File: src/rtl/stfa_pkg.sv
// Shared types and constants for the sector to task-file address block.
// No dependencies; every other file in rtl/ imports this package.
package stfa_pkg;

  localparam int SECTOR_SHIFT   = 9;
  localparam int SecWidth       = 32;
  localparam int LenWidth       = 18;
  localparam int RegWidth       = 8;
  localparam int HeadCntWidth   = 5;
  localparam int CfgIdxWidth    = 8;
  localparam int StepsPerStage  = 4;
  localparam int StagesPerDiv   = SecWidth / StepsPerStage;
  localparam int NumStages      = 2 * StagesPerDiv;
  localparam int InDataWidth    = ((SecWidth + LenWidth + 7) / 8) * 8;
  localparam int OutFieldsWidth = 1 + 5 * RegWidth;
  localparam int OutDataWidth   = ((OutFieldsWidth + 7) / 8) * 8;

  typedef enum logic [CfgIdxWidth-1:0] {
    CFG_LBA_MODE    = 8'd0,
    CFG_SPT         = 8'd1,
    CFG_HEAD_COUNT  = 8'd2,
    CFG_SELECT_BASE = 8'd3
  } cfg_idx_e;

  // Effective configuration, divisors already forced to at least one.
  typedef struct packed {
    logic                lba_mode;
    logic [RegWidth-1:0] spt;
    logic [RegWidth-1:0] hc;
    logic [RegWidth-1:0] select_base;
  } cfg_t;

  // Running state of the restoring divider.
  typedef struct packed {
    logic [SecWidth-1:0] quo;
    logic [RegWidth-1:0] rem;
  } div_state_t;

  // Payload that rides alongside the divider.
  typedef struct packed {
    logic                err;
    logic [RegWidth-1:0] count;
    logic [SecWidth-1:0] sec;
    logic [RegWidth-1:0] sec_rem;
  } side_t;

endpackage

File: src/rtl/stfa_cfg.sv
// Configuration register file for the sector to task-file address block.
// Depends on stfa_pkg.
module stfa_cfg import stfa_pkg::*; (
  input  logic                   clk_i,
  input  logic                   rst_ni,
  input  logic                   cfg_valid_i,
  output logic                   cfg_ready_o,
  input  logic [CfgIdxWidth-1:0] cfg_index_i,
  input  logic [RegWidth-1:0]    cfg_data_i,
  output cfg_t                   cfg_o
);

  logic                    lba_mode_q;
  logic [RegWidth-1:0]     spt_q;
  logic [HeadCntWidth-1:0] hc_q;
  logic [RegWidth-1:0]     select_base_q;

  assign cfg_ready_o = 1'b1;

  always_ff @(posedge clk_i or negedge rst_ni) begin
    if (!rst_ni) begin
      lba_mode_q    <= 1'b0;
      spt_q         <= 8'd63;
      hc_q          <= 5'd16;
      select_base_q <= 8'd160;
    end else if (cfg_valid_i) begin
      case (cfg_idx_e'(cfg_index_i))
        CFG_LBA_MODE:    lba_mode_q    <= cfg_data_i[0];
        CFG_SPT:         spt_q         <= cfg_data_i;
        CFG_HEAD_COUNT:  hc_q          <= cfg_data_i[HeadCntWidth-1:0];
        CFG_SELECT_BASE: select_base_q <= cfg_data_i;
        default: ;
      endcase
    end
  end

  // zero divisors act as one
  always_comb begin
    cfg_o.lba_mode    = lba_mode_q;
    cfg_o.spt         = (spt_q == '0) ? RegWidth'(1) : spt_q;
    cfg_o.hc          = (hc_q == '0) ? RegWidth'(1) : RegWidth'(hc_q);
    cfg_o.select_base = select_base_q;
  end

endmodule

File: src/rtl/stfa_div_stage.sv
// One pipeline stage of the restoring divider: retires StepsPerStage
// quotient bits per cycle while en_i is high. Depends on stfa_pkg.
module stfa_div_stage import stfa_pkg::*; (
  input  logic                clk_i,
  input  logic                rst_ni,
  input  logic                en_i,
  input  logic                valid_i,
  input  logic [RegWidth-1:0] divisor_i,
  input  div_state_t          st_i,
  output logic                valid_o,
  output div_state_t          st_o
);

  logic       valid_q;
  div_state_t st_q, st_d;

  always_comb begin
    logic [SecWidth-1:0] q;
    logic [RegWidth-1:0] r;
    logic [RegWidth:0]   ext;
    q = st_i.quo;
    r = st_i.rem;
    for (int k = 0; k < StepsPerStage; k++) begin
      ext = {r, q[SecWidth-1]};
      q   = {q[SecWidth-2:0], 1'b0};
      if (ext >= {1'b0, divisor_i}) begin
        ext  = ext - {1'b0, divisor_i};
        q[0] = 1'b1;
      end
      r = ext[RegWidth-1:0];
    end
    st_d.quo = q;
    st_d.rem = r;
  end

  always_ff @(posedge clk_i or negedge rst_ni) begin
    if (!rst_ni) begin
      valid_q <= 1'b0;
    end else if (en_i) begin
      valid_q <= valid_i;
    end
  end

  always_ff @(posedge clk_i) begin
    if (en_i) begin
      st_q <= st_d;
    end
  end

  assign valid_o = valid_q;
  assign st_o    = st_q;

endmodule

File: src/rtl/sector_to_taskfile_address.sv
// Top level of the sector to task-file address translator.
// Depends on stfa_pkg, stfa_cfg and stfa_div_stage.
//
// Turns a linear sector number and a byte length into the five ATA
// task-file bytes plus a length error flag. One transaction is accepted
// every cycle while the output is not stalled, and each gives exactly one
// result, formed as it passes through two pipelined restoring
// dividers in series, 8 stages each at 4 quotient bits per stage: the
// first splits the sector number by sectors per track (remainder is the
// sector index, quotient the track), the second splits the track by the
// head count (remainder is the head, quotient the cylinder); one more
// register forms the output bytes. In LBA mode the dividers still run but
// their results are ignored. A length that is not a multiple of 512 gives
// length_error with all other fields zero. Zero sectors per track or zero
// head count divide by one. The whole pipeline advances together whenever
// the output register is empty or being drained, so a stall on the master
// side holds every stage in place. Configuration must only be written
// while no transaction is in flight; the config channel is always ready.
module sector_to_taskfile_address import stfa_pkg::*; (
  input  logic                    clk_i,
  input  logic                    rst_ni,
  // slave side
  input  logic                    s_axis_tvalid,
  output logic                    s_axis_tready,
  // [31:0] sector_number, [49:32] byte_length, rest zero
  input  logic [InDataWidth-1:0]  s_axis_tdata,
  // master side
  output logic                    m_axis_tvalid,
  input  logic                    m_axis_tready,
  // [0] length_error, [8:1] count_reg, [16:9] sector_reg,
  // [24:17] cyl_low_reg, [32:25] cyl_high_reg, [40:33] select_reg, rest zero
  output logic [OutDataWidth-1:0] m_axis_tdata,
  // configuration write channel
  input  logic                    cfg_valid_i,
  output logic                    cfg_ready_o,
  input  logic [CfgIdxWidth-1:0]  cfg_index_i,
  input  logic [RegWidth-1:0]     cfg_data_i
);

  cfg_t cfg;

  stfa_cfg u_cfg (
    .clk_i       (clk_i),
    .rst_ni      (rst_ni),
    .cfg_valid_i (cfg_valid_i),
    .cfg_ready_o (cfg_ready_o),
    .cfg_index_i (cfg_index_i),
    .cfg_data_i  (cfg_data_i),
    .cfg_o       (cfg)
  );

  // global advance: output slot free or being taken
  logic out_valid_q;
  logic adv;
  assign adv           = !out_valid_q || m_axis_tready;
  assign s_axis_tready = adv;

  logic [SecWidth-1:0] in_sec;
  logic [LenWidth-1:0] in_len;
  side_t               in_side;
  assign in_sec = s_axis_tdata[SecWidth-1:0];
  assign in_len = s_axis_tdata[SecWidth+LenWidth-1:SecWidth];

  always_comb begin
    in_side.err     = |in_len[SECTOR_SHIFT-1:0];
    in_side.count   = RegWidth'(in_len >> SECTOR_SHIFT);
    in_side.sec     = in_sec;
    in_side.sec_rem = '0;
  end

  logic       stg_valid [NumStages];
  div_state_t stg_st    [NumStages];
  side_t      side_q    [NumStages];

  for (genvar i = 0; i < NumStages; i++) begin : g_stage
    logic                valid_in;
    div_state_t          st_in;
    logic [RegWidth-1:0] divisor;

    if (i == 0) begin : g_first
      assign valid_in  = s_axis_tvalid;
      assign st_in.quo = in_sec;
      assign st_in.rem = '0;
      always_ff @(posedge clk_i) begin
        if (adv) begin
          side_q[i] <= in_side;
        end
      end
    end else if (i == StagesPerDiv) begin : g_handoff
      // track enters the second divider, sector index moves to the side
      side_t side_d;
      assign valid_in  = stg_valid[i-1];
      assign st_in.quo = stg_st[i-1].quo;
      assign st_in.rem = '0;
      always_comb begin
        side_d         = side_q[i-1];
        side_d.sec_rem = stg_st[i-1].rem;
      end
      always_ff @(posedge clk_i) begin
        if (adv) begin
          side_q[i] <= side_d;
        end
      end
    end else begin : g_mid
      assign valid_in = stg_valid[i-1];
      assign st_in    = stg_st[i-1];
      always_ff @(posedge clk_i) begin
        if (adv) begin
          side_q[i] <= side_q[i-1];
        end
      end
    end

    assign divisor = (i < StagesPerDiv) ? cfg.spt : cfg.hc;

    stfa_div_stage u_div (
      .clk_i     (clk_i),
      .rst_ni    (rst_ni),
      .en_i      (adv),
      .valid_i   (valid_in),
      .divisor_i (divisor),
      .st_i      (st_in),
      .valid_o   (stg_valid[i]),
      .st_o      (stg_st[i])
    );
  end

  // output byte formation
  side_t               last_side;
  div_state_t          last_st;
  logic [RegWidth-1:0] sector_b, cyl_lo_b, cyl_hi_b, head_b, count_b, select_b;
  logic                err_b;
  logic [OutDataWidth-1:0] out_d, out_q;

  assign last_side = side_q[NumStages-1];
  assign last_st   = stg_st[NumStages-1];

  always_comb begin
    if (cfg.lba_mode) begin
      sector_b = last_side.sec[7:0];
      cyl_lo_b = last_side.sec[15:8];
      cyl_hi_b = last_side.sec[23:16];
      head_b   = {4'b0, last_side.sec[27:24]};
    end else begin
      sector_b = last_side.sec_rem + RegWidth'(1);
      cyl_lo_b = last_st.quo[7:0];
      cyl_hi_b = last_st.quo[15:8];
      head_b   = last_st.rem;
    end
    select_b = head_b | cfg.select_base;
    count_b  = last_side.count;
    err_b    = last_side.err;
    if (err_b) begin
      sector_b = '0;
      cyl_lo_b = '0;
      cyl_hi_b = '0;
      select_b = '0;
      count_b  = '0;
    end
    out_d = '0;
    out_d[OutFieldsWidth-1:0] = {select_b, cyl_hi_b, cyl_lo_b, sector_b, count_b, err_b};
  end

  always_ff @(posedge clk_i or negedge rst_ni) begin
    if (!rst_ni) begin
      out_valid_q <= 1'b0;
    end else if (adv) begin
      out_valid_q <= stg_valid[NumStages-1];
    end
  end

  always_ff @(posedge clk_i) begin
    if (adv) begin
      out_q <= out_d;
    end
  end

  assign m_axis_tvalid = out_valid_q;
  assign m_axis_tdata  = out_q;

endmodule

File: config.mk
export PLATFORM = sky130hd
export DESIGN_NAME = sector_to_taskfile_address
export DESIGN_NICKNAME = d
export VERILOG_FILES = /design/src/rtl/stfa_pkg.sv /design/src/rtl/stfa_cfg.sv /design/src/rtl/stfa_div_stage.sv /design/src/rtl/sector_to_taskfile_address.sv
export SDC_FILE = /design/constraint.sdc
export NUM_CORES = 2
export LEC_CHECK = 0
export BUFFER_PORTS_ARGS = -buffer_cell sky130_fd_sc_hd__buf_2
export CAP_MARGIN = 20
export CORE_MARGIN = 2
export CORE_UTILIZATION = 52
export CTS_CLUSTER_SIZE = 20
export DETAILED_ROUTE_END_ITERATION = 7
export MAX_ROUTING_LAYER = met4
export PLACE_DENSITY_LB_ADDON = 0.25
export SKIP_LAST_GASP = 1
export SLEW_MARGIN = 15
export SYNTH_ARGS = -nofsm -noshare
export SYNTH_HDL_FRONTEND = slang
export SYNTH_HIERARCHICAL = 1
export SYNTH_SLANG_ARGS = --single-unit
File: constraint.sdc
create_clock -name clk_i -period 78.4 [get_ports clk_i]
set_input_delay 23.52 -clock clk_i [delete_from_list [all_inputs] [get_ports clk_i]]
set_output_delay 23.52 -clock clk_i [all_outputs]
set_load 0.02 [all_outputs]
==> impl_summary.txt <==
----------------------------------------------------
[Status]
  Status ... complete, no violations

[STA]
  Final min period ... 48,120 ps
  Unrepaired setup endpoints after global routing ... false
  Slew @ Worst Pin ... 1160 ps
  Final worst-path cycle share ... 61.4%
  Maximum operating frequency ... 20.8 MHz
  Setup total negative slack ... 0 ps
  Number of max-slew violations in the final report ... 0
  Final setup violation count ... 0
  Tightest slew margin relative to the limit ... 22.9%
  Worst setup skew after layout ... 64.9 ps
  Final count of hold timing violations ... 0

[Setup path]
  Type of the worst setup path ... input pin to primary output
  Top fanout value on the critical path ... 61
  Most prevalent standard cell on the critical path ... sky130_fd_sc_hd__buf_2
  Endpoint arrival time on the critical path ... 24,600 ps
  Startpoint of the worst register-to-register path ... u_cfg/spt_q[1]$_DFFE_PN1P_
  Path depth of the worst reg2reg path ... 38
  Crit path buf inv count ... 2
  Worst setup EP type ... primary output
  Type of origin of the critical path ... input pin
  CP Launch Point ... m_axis_tready
  Gate family responsible for the most delay along the worst path ... simple AND/OR/NAND/NOR gates
  Reg2Reg Setup Slack ... 67,540 ps
  CP Data Required Time ... 54,880 ps
  Maximum single-stage delay on the critical path ... 610 ps
  Standard cell with the maximum stage delay on the critical path ... sky130_fd_sc_hd__nand2b_4
  Capturing point of the worst reg2reg path ... g_stage[5].u_div/st_o[4]$_DFFE_PP_
  Cell chain of the critical path ... buf_2 -> nand2b_4 -> buf_2

[Drt]
  Overall routed net length ... 129,000 um
  Per-cell routed wire length ... 18.8 um
  Number of DRC violations after detailed routing ... 0
  DRC violation total after the first TritonRoute iteration ... 2,443
  Via Count ... 38.4k
  Routed vias/inst ... 5.58
  Antenna violation net count after detailed routing ... 0
  Number of optimization iterations in the first detailed-route pass ... 5

[Job]
  Maximum capacitance violations ... 0

[Clock tree]
  Number of H-tree branching levels ... 4
  Post-cts gate resize count ... 0
  Number of buffers created by CTS ... 131
  Clock insertion delay at the later pin of the skew report ... 780 ps
  Cell chosen for the clock root ... sky130_fd_sc_hd__clkbuf_16
  TritonCTS clock tree ... done
  Post-CTS setup buffers ... 0
  Hold-fix buffer count after cts ... 0
  Clock input transition at the sequential cells of the worst setup and hold paths ... 60 ps
  Count of clock tree sinks ... 1,272
  Maximum root-to-sink buffer count ... 3

[Finish]
  Leading cell type in the layout, fill and taps excluded ... sky130_fd_sc_hd__edfxtp_1
  Total Nets Final ... 5,769
  Proportion of layout cells with a drive suffix above 1 ... 15.5%
  Area Growth Syn to Fin ... 10.4%
  Top library cells by usage in the layout, fill and taps aside ... sky130_fd_sc_hd__edfxtp_1, sky130_fd_sc_hd__ha_1, sky130_fd_sc_hd__inv_1

[Global route]
  Number of antenna violations at the first check in global routing ... 5
  Via count of the first global-routing pass ... 38.0k
  Total congestion overflow after global routing ... 0
  Total Routing Usage GR ... 20.4%
  Global-route wire length before repair ... 204,000 um
  Pin count of the biggest net entering global routing ... 159

[Logic synthesis]
  Post-synthesis area per instance ... 13.7 um2
  Synthesized cell area ... 0.0668 mm2
  Synthesis warning total ... 6
  Count of mapped cells out of synthesis ... 4,868

[Placement]
  RD Place Congestion ... 0.899
  Placed wire-length estimate ... 91,600 um
  Total of buffers placed on input and output ports ... 112

[Die]
  Total core area ... 0.128 mm2
  Cell Rows ... 131
  Die width ... 362 um
  Area of the die ... 0.131 mm2
  Number of primary I/O pins ... 128
  Initial Utilization ... 52.4%
  Die span in y ... 362 um

[Hold path]
  Cell depth of the worst hold path ... 0
  Hold path startpoint ... g_stage[3].u_div/st_o[13]$_DFFE_PP_
  Worst hold path type ... flop to flop
  Hold worst-path end ... g_stage[4].u_div/st_o[17]$_DFFE_PP_

----------------------------------------------------
layout make-up:
class	count	area, um2
antenna	2	5.00
clock buffer	159	3450
clock inverter	73	911
fill	9970	53700
inverter	355	1330
multi-input combinational	3219	27200
sequential	1272	38000
tap	1662	2080
timing repair buffer	136	786
registers in the layout, indices dropped and copies added, names as in the netlist:
register / count
m_axis_tvalid: 1
m_axis_tdata: 41
g_stage.u_div/st_o: 536
side_q: 656
u_cfg/spt_q: 8
g_stage.u_div/valid_o: 16
u_cfg/select_base_q: 8
u_cfg/lba_mode_q: 1
u_cfg/hc_q: 5
per-layer routing:
| layer | part of all wire [%] | vias to the layer above | global-route usage [%] |
|---|---|---|---|
| met3 | 4.3 | 214 | 3.12 |
| met4 | 2.9 | 0 | 6.90 |
| met2 | 47 | 733 | 31.9 |
| met1 | 46 | 18528 | 27.4 |
| li1 | - | 18901 | - |
| met5 | 0 | - | - |
worst max path at each step:
stage	endpoint	slack, ps	depth (start not counted)
after CTS	s_axis_tready	30270	3
after floorplan	s_axis_tready	1530	1
after global routing	s_axis_tready	30190	3
after global placement	s_axis_tready	30270	3
final	s_axis_tready	30280	3
after detailed placement	s_axis_tready	30270	3
metrics by stage:
| stage | worst slack [ps] | cells | hold slack (ps) | utilization (%) | area, um2 |
|---|---|---|---|---|---|
| 2_1_floorplan | 1530 | 4910 | 400 | - | 67000 |
| 3_3_place_gp | 30270 | 6642 | 400 | 54.4 | 69400 |
| 3_5_place_dp | 30270 | 6643 | 405 | 54.4 | 69400 |
| 4_1_cts | 30270 | 6875 | 388 | 57.8 | 73700 |
| 5_1_grt | 30190 | 6877 | 387 | 57.8 | 73800 |
| 6_report | 30280 | 6878 | 386 | 57.9 | 73800 |
worst reg2reg max path: cells and delay by family (launching register included):
| family | cells | cell delay, ps |
|---|---|---|
| AO/OA/AOI/OAI | 20 | 5240 |
| multiplexers | 2 | 820 |
| AND/OR/NAND/NOR | 7 | 1170 |
| buffers and inverters | 5 | 1120 |
| adder cells (fa/ha/maj) | 4 | 1360 |
| flip-flops | 1 | 960 |
Power is left out: the tool's default activity adds up to more than one toggle a clock period on the data nets, which glitch-free logic cannot reach.
